--- src/rtl/tip_pkg.sv ---
// shared types and constants for the tagged interval profiler
package tip_pkg;

  typedef enum logic [1:0] {
    OP_BEGIN = 2'd0,
    OP_END   = 2'd1,
    OP_CLEAR = 2'd2,
    OP_READ  = 2'd3
  } op_t;

  typedef enum logic [2:0] {
    ST_OK       = 3'd0,
    ST_MISMATCH = 3'd1,
    ST_FULL     = 3'd2,
    ST_UNKNOWN  = 3'd3,
    ST_EMPTY    = 3'd4
  } status_t;

  localparam int TAG_W   = 16;
  localparam int TICK_W  = 63;
  localparam int CALL_W  = 32;
  localparam int SLOT_W  = 4;

  localparam logic [TICK_W-1:0] TICK_MAX = '1;
  localparam logic [CALL_W-1:0] CALL_MAX = '1;

  typedef struct packed {
    logic              begin_hit;
    logic              alloc;
    logic              end_ev;
    logic              clear;
  } slot_cmd_t;

  typedef struct packed {
    logic              valid;
    logic [TAG_W-1:0]  tag;
    logic              open;
    logic [CALL_W-1:0] calls;
    logic [TICK_W-1:0] total;
    logic [TICK_W-1:0] min;
    logic [TICK_W-1:0] max;
  } slot_view_t;

endpackage

--- src/rtl/tip_lookup.sv ---
// parallel tag match and lowest free slot search over the slot table
module tip_lookup #(
  parameter int SLOTS = 16,
  localparam int IW = (SLOTS > 1) ? $clog2(SLOTS) : 1
) (
  input  logic [SLOTS-1:0]           valid_vec,
  input  logic [tip_pkg::TAG_W-1:0]  tags [SLOTS],
  input  logic [tip_pkg::TAG_W-1:0]  key,
  output logic [SLOTS-1:0]           hit_oh,
  output logic [SLOTS-1:0]           free_oh,
  output logic [IW-1:0]              hit_idx,
  output logic [IW-1:0]              free_idx
);
  import tip_pkg::*;

  logic [SLOTS-1:0] hit_raw;
  logic [SLOTS-1:0] free_raw;

  always_comb begin
    for (int i = 0; i < SLOTS; i++) begin
      hit_raw[i] = valid_vec[i] && (tags[i] == key);
    end
  end

  assign free_raw = ~valid_vec;

  // keep only the lowest set bit
  assign hit_oh  = hit_raw & (~hit_raw + SLOTS'(1));
  assign free_oh = free_raw & (~free_raw + SLOTS'(1));

  always_comb begin
    hit_idx  = '0;
    free_idx = '0;
    for (int i = 0; i < SLOTS; i++) begin
      if (hit_oh[i]) begin
        hit_idx = IW'(i);
      end
      if (free_oh[i]) begin
        free_idx = IW'(i);
      end
    end
  end

endmodule

--- config.mk ---
export PLATFORM = sky130hd
export DESIGN_NAME = tip_lookup
export DESIGN_NICKNAME = d
export VERILOG_FILES = /design/src/rtl/tip_pkg.sv /design/src/rtl/tip_lookup.sv
export SDC_FILE = /design/constraint.sdc
export NUM_CORES = 1
export LEC_CHECK = 0
export ABC_AREA = 1
export ABC_CLOCK_PERIOD_IN_PS = 1500
export BUFFER_PORTS_ARGS = -buffer_cell sky130_fd_sc_hd__buf_4
export CAP_MARGIN = 10
export CELL_PAD_IN_SITES_DETAIL_PLACEMENT = 1
export CELL_PAD_IN_SITES_GLOBAL_PLACEMENT = 2
export CORE_AREA = 2 2 166 168
export DETAILED_ROUTE_END_ITERATION = 6
export DIE_AREA = 0 0 168 170
export GPL_TIMING_DRIVEN = 0
export PLACE_DENSITY_LB_ADDON = 0.1
export RECOVER_POWER = 50
export SLEW_MARGIN = 10
export SYNTH_ARGS = -nofsm -noshare
export SYNTH_HDL_FRONTEND = slang
export SYNTH_SLANG_ARGS = --single-unit
--- constraint.sdc ---
create_clock -name vclk -period 1.5
set_input_delay 0 -clock vclk [all_inputs]
set_output_delay 0 -clock vclk [all_outputs]
set_load 0.005 [all_outputs]
---- Word level (Yosys, flattened, before mapping) ----
Index checks and enable logic that the tools add are counted.
word-level totals
  input port bits ......................... 288
  bits in registers ....................... 0
  logic and storage cells ................. 69
  output and inout bits ................... 40
operators by class
  equal/unequal tests ..................... 16
  reductions and logical operators ........ 16
  $add $sub $neg .......................... 2
  multiplexer cells ....................... 30
  bitwise logic cells ..................... 5
operator list
  operator                 count
  $eq A16 B16 Y1           16
  $mux W4                  28
  $not A16 Y16             3
  $add A16 B1 Y16 const B  2
  $and A16 B16 Y16         2
  $logic_and A1 B1 Y1      16
  $mux W1                  2

---- Longest topological paths before layout ----
  depth in word-level cells ............... 20
  gate-level depth with buffers ........... 18
  mapped depth without buffers ............ 18

---- Worst setup path before layout ----
OpenSTA, ideal clock, no wires.
  kind .................................... input port to output port
  start point ............................. input port key[5] (netlist name)
  end point ............................... output port hit_idx[0]
  required time ........................... 1500 ps
  buffers on the path ..................... 3
  stages .................................. 12
  data arrival time ....................... 1441 ps
  slack ................................... 59 ps
  path through ............................ buf_4 > inv_4 > buf_6 > buf_4 > o22ai_1 > a221oi_1 > nand2_1 > a211oi_1 > nand3_2 > nor2_2 > nand3_1 > nand3_1
on the way
  cells in the longest elaborated chain, start to end .. 20
  elaborated cells on any way between the ends .. 50
  classes of those cells .................. 1 x add/sub; 16 x eq/ne; 15 x mux; 2 x bitwise; 16 x reduce/logical
ends and longest elaborated chain
  element                 RTL line          text
  start, declared         tip_lookup.sv:8   input logic [tip_pkg::TAG_W-1:0] key,
  $eq A16 B16 Y1          tip_lookup.sv:21  hit_raw[i] = valid_vec[i] && (tags[i] == key);
  $logic_and A1 B1 Y1     tip_lookup.sv:21
  $not A16 Y16            tip_lookup.sv:28  assign hit_oh = hit_raw & (~hit_raw + SLOTS'(1));
  $add A16 B1 Y16         tip_lookup.sv:28
  $and A16 B16 Y16 (*)    tip_lookup.sv:28
  $mux W1                 tip_lookup.sv:35  if (hit_oh[i]) begin
  $mux W4 (13 in series)  tip_lookup.sv:35
  $mux W4 (*)             tip_lookup.sv:35
  end, declared           tip_lookup.sv:11  output logic [IW-1:0] hit_idx,
Every way passes the cells marked *; elsewhere a longest branch is shown, timed or not.

---- Worst setup path after layout ----
  start point ............................. input port key[11] (netlist name)
  end point ............................... output port hit_idx[3]
on the way
  cells in the longest elaborated chain, start to end .. 18
  elaborated cells on any way between the ends .. 48
  classes of those cells .................. 1 x add/sub; 16 x eq/ne; 13 x mux; 2 x bitwise; 16 x reduce/logical
ends and longest elaborated chain
  element                 RTL line
  $eq A16 B16 Y1          tip_lookup.sv:21
  $logic_and A1 B1 Y1     tip_lookup.sv:21
  $not A16 Y16            tip_lookup.sv:28
  $add A16 B1 Y16         tip_lookup.sv:28
  $and A16 B16 Y16 (*)    tip_lookup.sv:28
  $mux W4 (12 in series)  tip_lookup.sv:35
  $mux W4 (*)             tip_lookup.sv:35
Marked as above.

==> flow_metrics.env <==
export IMPL_crit_fanout=5
export IMPL_crit_arrival_ps=1890
export IMPL_fillers=3386
export IMPL_power_total_uw=2170
export IMPL_slowest_delay_ps=210
export IMPL_postSynthCellCount=777
export IMPL_crit_path_start="key[11]"
export IMPL_power_density_nw_per_um2=254
export IMPL_track_usage_pct=21.7
export IMPL_final_common_cell="buf_4"
export IMPL_ant_nets=0
export IMPL_row_count=60
export IMPL_cp_common_cell="buf_4"
export IMPL_wirelength_um=32800
export IMPL_relSlewSlack_pct=69.8
export IMPL_grt_overflow=0
export IMPL_setup_slack_ps=-393
export IMPL_die_height_um=170
export IMPL_p_leak_uw=0.00422
export IMPL_synth_area_um2=4250
export IMPL_required_ps=1500
export IMPL_hpwl_um=27300
export IMPL_drt_iter0_markers=223
export IMPL_via_per_inst=4.54
export IMPL_setup_viol_count_final=23
export IMPL_min_delay_start="valid_vec[0]"
export IMPL_wl_per_cell_um=22.0
export IMPL_start_util_pct=15.9
export IMPL_yosys_area_top_type="nand2_1"
export IMPL_ys_types=46
export IMPL_worst_path_max_delay_cell="o21ai_4"
export IMPL_avgSynthCellArea_um2=5.47
export IMPL_min_period_ps=1890
export IMPL_syn2layout_area_growth_pct=101
export IMPL_ctsHoldBuffers=0
export IMPL_drv_cap=0
export IMPL_clock_buffers=0
export IMPL_first_pass_iters=4
export IMPL_die_w_um=168
export IMPL_synth_warnings=0
export IMPL_synth_nets=1065
export IMPL_synth_area_leaders="nand2_1 19%, xor2_1 9.7%, nor2_1 8.0%, inv_1 6.8%, o21ai_0 5.5%"
export IMPL_synth_seq_area_share_pct=0
export IMPL_io_pins=328
export IMPL_fin_nets=1437
export IMPL_grt_max_degree=11
export IMPL_outcome="finished, violations left"
export IMPL_start_kind="input pin"
export IMPL_fmax_mhz=528
export IMPL_end_kind="output pin"
export IMPL_dp_slack_ps=-1020
export IMPL_hold_path_class="in2out"
export IMPL_num_vias=6761
export IMPL_slew_violations=0
export IMPL_grt_pass1_vias=7116
export IMPL_coreArea_um2=26700
export IMPL_post_route_cells_drive_above_1_share_pct=49.3
export IMPL_grt_antenna_before_repair=1
export IMPL_layout_common_cells="343 x buf_4, 207 x nand2_1, 72 x nor2_1, 68 x inv_1, 46 x xor2_1"
export IMPL_io_buffer_count=320
export IMPL_grt_pass1_wl_um=45400
export IMPL_path_cells="buf_8, clkinvlp_4, o21ai_4, nor2_1, nand2_1, nor2_4, nand3_4, nand3_4, nor2_4, nand4_4, buf_4, buf_4, nor3_4, nor2_1, nand3b_1, buf_4"
export IMPL_dp_cells=1438
export IMPL_layoutNonFillerInstCount=1490
export IMPL_finalHoldViolCount=0
export IMPL_fp_dieArea_um2=28600
export IMPL_seq_area_um2=0
export IMPL_rsz0062_at_grt="true"
export IMPL_worst_pin_slew_ps=452
export IMPL_timing_final_crit_share_pct=126
export IMPL_violations="setup timing"
export IMPL_ir_drop_mv=0.110
export IMPL_whs_ps=250
export IMPL_worstSetupPathType="in2out"
export IMPL_gp_congestion=0.816
export IMPL_drc=0
export IMPL_numSequentialCells=0
export IMPL_yosysTopAreaCellShare_pct=19.1
==> routing by layer <==
metal	up-vias	wire length [um]	global-route usage [%]
li1	3351	-	-
met1	3173	13300	25.4
met2	222	17300	42.5
met3	15	1800	3.07
met4	0	511	2.65
met5	-	0	0
==> per-stage QoR <==
| stage | TNS [ps] | utilization [%] | area, um^2 |
|---|---|---|---|
| after global routing | -8360 | 32.1 | 8540 |
| after global placement | -14000 | 26.6 | 7080 |
| after detailed placement | -14010 | 26.6 | 7080 |
| after floorplan | 0 | - | 4250 |
| final | -5100 | 32.1 | 8540 |
| after CTS | -5480 | 30.2 | 8050 |
==> synthesized netlist by cell type (all sizes together) <==
cell / count
and3: 3
clkbuf: 1
o221ai: 2
o22ai: 32
o21ai: 56
a221oi: 26
a31oi: 1
a211oi: 5
nor4: 14
o41ai: 1
nand3: 27
or2: 28
or4: 1
a21oi: 9
buf: 38
o2111ai: 5
nand2: 219
nand4: 16
xor2: 47
xnor2: 18
and2: 1
nor2: 107
nor3: 14
a22o: 10
nand3b: 3
inv: 90
o211ai: 3
==> cell type report <==
class	count	area (um^2)	share of cell area, %
diodes	2	5.00	0.0586
plain buffers	39	587	6.87
inverters	90	408	4.77
multi-input cells	648	4170	48.8
well taps	341	427	4.99
repair buffers	370	2950	34.5
==> path summary, 6_finish.rpt <==
check | cells past startpoint | endpoint | slack (ps)
setup / recovery | 16 | hit_idx[3] | -390
hold / removal | 3 | free_oh[0] | 250
==> critical path: cells and delay by family <==
kind / cells / cell delay [ps]
AOI/OAI and AO/OA: 1 / 210
buffers and inverters: 5 / 650
and+or+nand+nor: 10 / 1030
==> logic make-up (layout without fill, tap and decap cells) <==
group	Yosys count	count (layout)	share of synthesized area, %
AOI/OAI and AO/OA	150	150	23.7
xor gates and xnor gates	65	65	13.4
buffers and inverters	129	499	16.0
other	0	2	0
and+or+nand+nor	433	433	47.0
==> where the power goes <==
part	total, uW	switching (uW)	leakage (uW)	internal [uW]
clock network	0.000179	0	0.0000000127	0.000179
registers	0	0	0	0
logic	2170	1060	0.00422	1110
==> timing repair <==
item / 4_1_cts / 5_1_grt
gates cloned: 0 / 1
pin swaps: 48 / 40
endpoints found under the setup margin: 26 / 31
setup buffers: 37 / 13
gates resized for setup: 163 / 75
Note: power is estimated with default switching activity, not from simulation.
