### config.mk
export PLATFORM = sky130hd
export DESIGN_NAME = tip_slot
export DESIGN_NICKNAME = d
export VERILOG_FILES = /design/src/rtl/tip_pkg.sv /design/src/rtl/tip_slot.sv
export SDC_FILE = /design/constraint.sdc
export NUM_CORES = 2
export LEC_CHECK = 0
export BUFFER_PORTS_ARGS = -buffer_cell sky130_fd_sc_hd__buf_2
export CAP_MARGIN = 25
export CORE_ASPECT_RATIO = 0.75
export CORE_MARGIN = 2
export CORE_UTILIZATION = 45
export CTS_CLUSTER_SIZE = 14
export DETAILED_ROUTE_END_ITERATION = 16
export GPL_ROUTABILITY_DRIVEN = 0
export GPL_TIMING_DRIVEN = 0
export PLACE_DENSITY_LB_ADDON = 0.1
export SETUP_SLACK_MARGIN = 0.02
export SLEW_MARGIN = 20
export SYNTH_ARGS = -nofsm -noshare
export SYNTH_HDL_FRONTEND = slang
export SYNTH_SLANG_ARGS = --single-unit
### constraint.sdc
create_clock -name clk -period 11.5 [get_ports clk]
set_input_delay 3.45 -clock clk [delete_from_list [all_inputs] [get_ports clk]]
set_output_delay 3.45 -clock clk [all_outputs]
set_load 0.005 [all_outputs]
### src/rtl/tip_pkg.sv
// shared types and constants for the tagged interval profiler
package tip_pkg;

  typedef enum logic [1:0] {
    OP_BEGIN = 2'd0,
    OP_END   = 2'd1,
    OP_CLEAR = 2'd2,
    OP_READ  = 2'd3
  } op_t;

  typedef enum logic [2:0] {
    ST_OK       = 3'd0,
    ST_MISMATCH = 3'd1,
    ST_FULL     = 3'd2,
    ST_UNKNOWN  = 3'd3,
    ST_EMPTY    = 3'd4
  } status_t;

  localparam int TAG_W   = 16;
  localparam int TICK_W  = 63;
  localparam int CALL_W  = 32;
  localparam int SLOT_W  = 4;

  localparam logic [TICK_W-1:0] TICK_MAX = '1;
  localparam logic [CALL_W-1:0] CALL_MAX = '1;

  typedef struct packed {
    logic              begin_hit;
    logic              alloc;
    logic              end_ev;
    logic              clear;
  } slot_cmd_t;

  typedef struct packed {
    logic              valid;
    logic [TAG_W-1:0]  tag;
    logic              open;
    logic [CALL_W-1:0] calls;
    logic [TICK_W-1:0] total;
    logic [TICK_W-1:0] min;
    logic [TICK_W-1:0] max;
  } slot_view_t;

endpackage

### src/rtl/tip_slot.sv
// one slot of the profiler table with its own interval arithmetic
module tip_slot (
  input  logic                        clk,
  input  logic                        rst_n,
  input  logic                        en,
  input  tip_pkg::slot_cmd_t          cmd,
  input  logic [tip_pkg::TAG_W-1:0]   tag,
  input  logic [tip_pkg::TICK_W-1:0]  ts,
  output logic                        valid_q,
  output logic [tip_pkg::TAG_W-1:0]   tag_q,
  output logic                        open_q,
  output tip_pkg::slot_view_t         view_nxt
);
  import tip_pkg::*;

  logic              valid_r, valid_nxt;
  logic [TAG_W-1:0]  tag_r, tag_nxt;
  logic              open_r, open_nxt;
  logic [TICK_W-1:0] start_r, start_nxt;
  logic [CALL_W-1:0] calls_r, calls_nxt;
  logic [TICK_W-1:0] total_r, total_nxt;
  logic [TICK_W-1:0] min_r, min_nxt;
  logic [TICK_W-1:0] max_r, max_nxt;

  logic [TICK_W-1:0] elapsed;
  logic [TICK_W:0]   sum;

  // elapsed time wraps modulo 2^63
  assign elapsed = ts - start_r;
  assign sum     = {1'b0, total_r} + {1'b0, elapsed};

  always_comb begin
    valid_nxt = valid_r;
    tag_nxt   = tag_r;
    open_nxt  = open_r;
    start_nxt = start_r;
    calls_nxt = calls_r;
    total_nxt = total_r;
    min_nxt   = min_r;
    max_nxt   = max_r;
    if (cmd.alloc) begin
      valid_nxt = 1'b1;
      tag_nxt   = tag;
      open_nxt  = 1'b1;
      start_nxt = ts;
      calls_nxt = CALL_W'(1);
      total_nxt = '0;
      min_nxt   = TICK_MAX;
      max_nxt   = '0;
    end else if (cmd.begin_hit) begin
      open_nxt  = 1'b1;
      start_nxt = ts;
      if (calls_r != CALL_MAX) begin
        calls_nxt = calls_r + CALL_W'(1);
      end
    end else if (cmd.end_ev) begin
      open_nxt  = 1'b0;
      total_nxt = sum[TICK_W] ? TICK_MAX : sum[TICK_W-1:0];
      if (elapsed > max_r) begin
        max_nxt = elapsed;
      end
      if (elapsed < min_r) begin
        min_nxt = elapsed;
      end
    end else if (cmd.clear) begin
      // tag and used bit survive a clear
      open_nxt  = 1'b0;
      start_nxt = '0;
      calls_nxt = '0;
      total_nxt = '0;
      min_nxt   = TICK_MAX;
      max_nxt   = '0;
    end
  end

  always_ff @(posedge clk) begin
    if (!rst_n) begin
      valid_r <= 1'b0;
      tag_r   <= '0;
      open_r  <= 1'b0;
      start_r <= '0;
      calls_r <= '0;
      total_r <= '0;
      min_r   <= TICK_MAX;
      max_r   <= '0;
    end else if (en) begin
      valid_r <= valid_nxt;
      tag_r   <= tag_nxt;
      open_r  <= open_nxt;
      start_r <= start_nxt;
      calls_r <= calls_nxt;
      total_r <= total_nxt;
      min_r   <= min_nxt;
      max_r   <= max_nxt;
    end
  end

  assign valid_q = valid_r;
  assign tag_q   = tag_r;
  assign open_q  = open_r;

  assign view_nxt = '{valid: valid_nxt, tag: tag_nxt, open: open_nxt, calls: calls_nxt,
                      total: total_nxt, min: min_nxt, max: max_nxt};

endmodule

### Word level (Yosys, flattened, before mapping)

Cells that the tools add are included.

| storage, ports and cells | value |
|---|---|
| input bits | 86 |
| bits in registers | 302 |

| cells by class | value |
|---|---|
| eq/ne operators | 2 |
| reduce and logical (&&, ||, !) cells | 2 |
| $add $sub $neg | 3 |
| order comparisons | 2 |
| multiplexer cells | 30 |

Operator list:

| cell | number |
|---|---|
| $mux W63 | 19 |
| $mux W32 | 5 |
| $add A63 B63 Y64 | 1 |
| $gt A63 B63 Y1 | 1 |
| $lt A63 B63 Y1 | 1 |
| $sub A63 B63 Y63 | 1 |
| $add A32 B1 Y32 const B | 1 |
| $ne A32 B32 Y1 const B | 1 |
| $mux W16 | 1 |
| $mux W1 | 5 |
| $ne A3 B1 Y1 const B | 1 |
| $reduce_and A3 Y1 | 1 |
| $reduce_bool A3 Y1 | 1 |

### Depth between registers and ports, before layout

| depth | value |
|---|---|
| depth in word-level cells | 6 |
| depth in mapped cells | 28 |
| gate-level depth less buffers | 26 |

### Worst setup path after synthesis

No wires, ideal clock.

| timing path | value |
|---|---|
| path type | input -> output |
| start | input ts[0] (netlist name) |
| end | output view_nxt[32] (netlist name) |
| required time | 8.050 ns |
| arrival | 8.497 ns |
| stages on the path | 26 |
| path buffers | 2 |
| path slack | -0.447 ns |
| cell sequence | inv_1 ha_1 fa_1 nor2b_1 o31a_1 o2111ai_1 a21oi_2 nand3_1 nand4b_1 a21oi_1 o21ai_0 a21boi_0 xnor2_1 ha_1 a21o_1 a21o_1 a21oi_1 nor2_1 a2111oi_0 nor2_1 o31ai_1 nand2b_1 buf_2 nor2_1 clkbuf_1 a22o_1 |

RTL lines:

| what | RTL line | text |
|---|---|---|
| start: declaration | tip_slot.sv:8 | `input logic [tip_pkg::TICK_W-1:0] ts,` |
| end: declaration | tip_slot.sv:12 | `output tip_pkg::slot_view_t view_nxt` |

==> impl_results.rst <==
.. list-table::
   :header-rows: 1

   * - Metric
     - Value
   * - Status
     - finished with violations
   * - Violated checks
     - negative setup slack
   * - Worst path most repeated cell
     - sky130_fd_sc_hd__buf_8
   * - Critical path's slowest cell
     - sky130_fd_sc_hd__nor3_2
   * - Share of synthesized flip-flops with an asynchronous set or reset
     - 0%
   * - Post-route antenna net violation count
     - 0
   * - Port Buffers
     - 338
   * - Iteration count of the initial detailed-routing pass
     - 6
   * - Number of DRC violations after detailed routing
     - 0
   * - Minimum setup slack in the final design
     - -0.7748 ns
   * - Total routing resource utilization after global routing
     - 33.48%
   * - Type of the worst min-delay path
     - flop to flop
   * - Maximum fanout encountered on the critical timing path
     - 10
   * - Global-route wire length before repair
     - 150.9 mm
   * - Period Utilization, post-route
     - 106.7%
   * - Cells on Worst Hold Path
     - 2
   * - Synth Flop Type
     - sky130_fd_sc_hd__dfxtp_1
   * - Num rows
     - 75
   * - Peak clock frequency supported by timing
     - 0.08147 GHz
   * - Sequential share of the synthesized area
     - 23.92%
   * - CTS tree
     - done
   * - Clock latency reported for the late side of the worst-skew pair
     - 0.57 ns
   * - Final std cells w/o fill
     - 4684
   * - Area Growth Syn to Fin
     - 38.20%
   * - Count of flip-flops with a built-in enable after synthesis
     - 0
   * - Clock Skews
     - 0.01695 ns
   * - Max-capacitance violation count
     - 0
   * - Clock Tree Root
     - sky130_fd_sc_hd__clkbuf_16
   * - Number of H-tree levels
     - 2
   * - Placed insts
     - 4429
   * - Seq cells post-synth
     - 302
   * - Routed vias/inst
     - 6.085
   * - GRT Residual Overflow
     - 0
   * - Setup repair after global routing missed its margin
     - true
   * - Initial core utilization
     - 45.35%
   * - Vias
     - 28501
   * - Half-perimeter wire length after placement
     - 76.47 mm
   * - Clock-pin transition on the worst setup and hold timing paths
     - 0.06 ns
   * - Category of the critical setup timing path
     - input pin to output pin
   * - Clk buf depth
     - 3
   * - Leading cell types in the layout, fill and taps excluded
     - sky130_fd_sc_hd__buf_2, sky130_fd_sc_hd__dfxtp_1, sky130_fd_sc_hd__nand2_1
   * - Reg2reg path depth
     - 28
   * - Synth Warn #
     - 0
   * - Core Footprint
     - 0.05574 sq mm
   * - Most common cell after layout, fill and taps aside
     - sky130_fd_sc_hd__buf_2
   * - Quantity of hold-fixing buffers added after cts
     - 0
   * - Category of the worst setup path capture point
     - output pin
   * - Number of global-route vias before repair
     - 25083
   * - Hold Violations, Final
     - 0
   * - Width of the chip
     - 277.7 microns
   * - Power density over cell area
     - 121.0 mW/mm^2
   * - Data required, critical path
     - 8.05 ns
   * - Worst setup SP type
     - input pin
   * - Crit-path max cell delay
     - 0.38 ns
   * - Number of antenna violations at the first check in global routing
     - 2
   * - Iteration-0 DRC count of the detailed router
     - 2924
   * - N_diodes
     - 0
   * - Post-detailed-routing wire length
     - 106.0 mm
   * - Total clock buffers created by CTS
     - 36
   * - Post-Place Setup Slack
     - -2.355 ns
   * - Unique masters post-synth
     - 82
   * - Minimum period implied by the final worst setup slack
     - 12.27 ns
   * - Max IR drop VDD
     - 0.09748 mV
   * - Net count after synthesis
     - 3700
   * - I/O Pins
     - 343
   * - Proportion of layout cells with a drive suffix above 1
     - 30.28%
   * - Pin count of the biggest net entering global routing
     - 12
   * - Die span in y
     - 209.3 microns
   * - CTS sink count
     - 302
   * - Die area
     - 0.05811 sq mm
   * - Cell Area, Synth
     - 0.02528 sq mm
   * - Leakage power
     - 15.17 nW
   * - Syn_area_per_cell
     - 7.528 sq um
   * - Gate count of the mapped netlist
     - 3358
   * - Worst slew slack as a fraction of its limit
     - 14.87%
   * - Routed len/inst
     - 22.63 microns
   * - Final setup viols
     - 189
   * - Nets@finish
     - 4272
   * - Number of pins exceeding their max-slew limit in the final report
     - 0
   * - Actual slew at the worst max-slew pin
     - 1.277 ns
   * - CP Data Arrival Time
     - 8.82 ns
==> metrics by stage <==
stage / area, sq um / utilization [%] / hold WS, ns / TNS, ns / power (mW)
after floorplan: 25350 / - / 0.4443 / -0.008229 / 2.019
after global placement: 27950 / 50.15 / 0.4662 / -361.92 / 2.441
after detailed placement: 27970 / 50.18 / 0.4709 / -365.98 / 2.446
after CTS: 32690 / 58.65 / 0.4789 / -89.65 / 3.939
after global routing: 34940 / 62.68 / 0.5017 / -138.15 / 4.395
final: 34940 / 62.68 / 0.4751 / -115.74 / 4.226
==> power by group <==
part	switching (mW)	total, mW	internal, mW
sequential	0.0324	1.11	1.08
clock	0.506	1.18	0.678
combinational	1.13	1.93	0.795
total	1.67	4.23	2.55
==> layer usage <==
| layer | vias to the layer above | wire length, microns | track usage, % |
|---|---|---|---|
| li1 | 13311 | - | - |
| met1 | 13473 | 46130 | 48.59 |
| met5 | - | 13 | 0 |
| met2 | 1451 | 44410 | 49.19 |
| met4 | 2 | 4461 | 12.34 |
| met3 | 264 | 10960 | 6.078 |
==> logic make-up after synthesis <==
logic type	after synthesis	share of synthesized area, %
AND/OR/NAND/NOR	1004	18.86
AO/OA/AOI/OAI	1179	31.37
flip-flops	302	23.92
XOR/XNOR	115	4.014
buffers and inverters	449	6.895
multiplexers	53	2.217
adder cells (fa/ha/maj)	256	12.73
==> area by class of cell <==
| class | instances | area [sq um] |
|---|---|---|
| clock buffer | 57 | 1101 |
| buffer | 176 | 1036 |
| clock inverter | 4 | 55.05 |
| inverter | 240 | 903.4 |
| tap | 731 | 914.6 |
| sequential | 302 | 6046 |
| timing repair buffer | 567 | 3902 |
| fill | 4920 | 20810 |
| multi-input combinational | 2607 | 20980 |
==> registers in the layout, indices dropped and copies added, names as in the netlist <==
signal / cells
start_r: 63
min_r: 63
total_r: 63
tag_q: 16
max_r: 63
open_q: 1
calls_r: 32
valid_q: 1
==> worst max-delay path, delay by kind of cell <==
family / cells / cell delay (ns)
AND/OR/NAND/NOR: 12 / 2.31
adder cells (fa/ha/maj): 3 / 0.77
AO/OA/AOI/OAI: 7 / 1.39
XOR/XNOR: 1 / 0.18
buffers and inverters: 6 / 0.73
==> synthesized netlist by cell type (8+ instances only) <==
library cell / count / area [sq um]
sky130_fd_sc_hd__nand3_1: 80 / 400.4
sky130_fd_sc_hd__or2_2: 11 / 68.82
sky130_fd_sc_hd__a22oi_1: 97 / 728.2
sky130_fd_sc_hd__ha_1: 254 / 3178
sky130_fd_sc_hd__o31ai_1: 25 / 187.7
sky130_fd_sc_hd__o22a_1: 79 / 691.9
sky130_fd_sc_hd__buf_2: 15 / 75.07
sky130_fd_sc_hd__nor2b_1: 113 / 706.9
sky130_fd_sc_hd__xnor2_1: 78 / 683.2
sky130_fd_sc_hd__a21oi_1: 307 / 1536
sky130_fd_sc_hd__a22o_1: 80 / 700.7
sky130_fd_sc_hd__mux2i_1: 29 / 290.3
sky130_fd_sc_hd__and3_1: 26 / 162.7
sky130_fd_sc_hd__inv_1: 238 / 893.4
sky130_fd_sc_hd__a31oi_1: 22 / 137.6
sky130_fd_sc_hd__nand2b_1: 16 / 100.1
sky130_fd_sc_hd__nor4_1: 12 / 75.07
sky130_fd_sc_hd__o2bb2ai_1: 8 / 70.07
sky130_fd_sc_hd__nor2_1: 256 / 960.9
sky130_fd_sc_hd__o21a_1: 22 / 165.2
sky130_fd_sc_hd__a211o_1: 9 / 78.83
sky130_fd_sc_hd__o211ai_1: 19 / 142.6
sky130_fd_sc_hd__mux2_2: 24 / 270.3
sky130_fd_sc_hd__nand4_1: 71 / 444.2
sky130_fd_sc_hd__nand2_1: 297 / 1115
sky130_fd_sc_hd__a21o_1: 146 / 1096
sky130_fd_sc_hd__or3_1: 17 / 106.4
sky130_fd_sc_hd__dfxtp_1: 302 / 6046
sky130_fd_sc_hd__a211oi_1: 11 / 82.58
sky130_fd_sc_hd__nor3_1: 65 / 325.3
sky130_fd_sc_hd__clkbuf_1: 177 / 664.4
sky130_fd_sc_hd__o21bai_1: 59 / 442.9
sky130_fd_sc_hd__o21ai_0: 188 / 940.9
sky130_fd_sc_hd__a21boi_0: 23 / 172.7
sky130_fd_sc_hd__xor2_1: 36 / 315.3
sky130_fd_sc_hd__and2_1: 13 / 81.33
sky130_fd_sc_hd__buf_1: 8 / 30.03
==> timing repair <==
action                     4_1_cts  5_1_grt
setup buffers                  119       93
cloned                          13        5
resized for setup              530      326
setup endpoints to repair      189      189
pin swaps                      180      145
==> final timing paths <==
check / startpoint / end / slack (ns)
max: ts[0] / view_nxt[49] / -0.77
min: tag_q[3]$_SDFFE_PN0P_ / tag_q[3]$_SDFFE_PN0P_ / 0.48
max reg2reg: start_r[0]$_SDFFE_PN0P_ / min_r[17]$_SDFFE_PN1P_ / 4.94
min reg2reg: tag_q[3]$_SDFFE_PN0P_ / tag_q[3]$_SDFFE_PN0P_ / 0.48
Note: power is estimated with default switching activity, not from simulation.
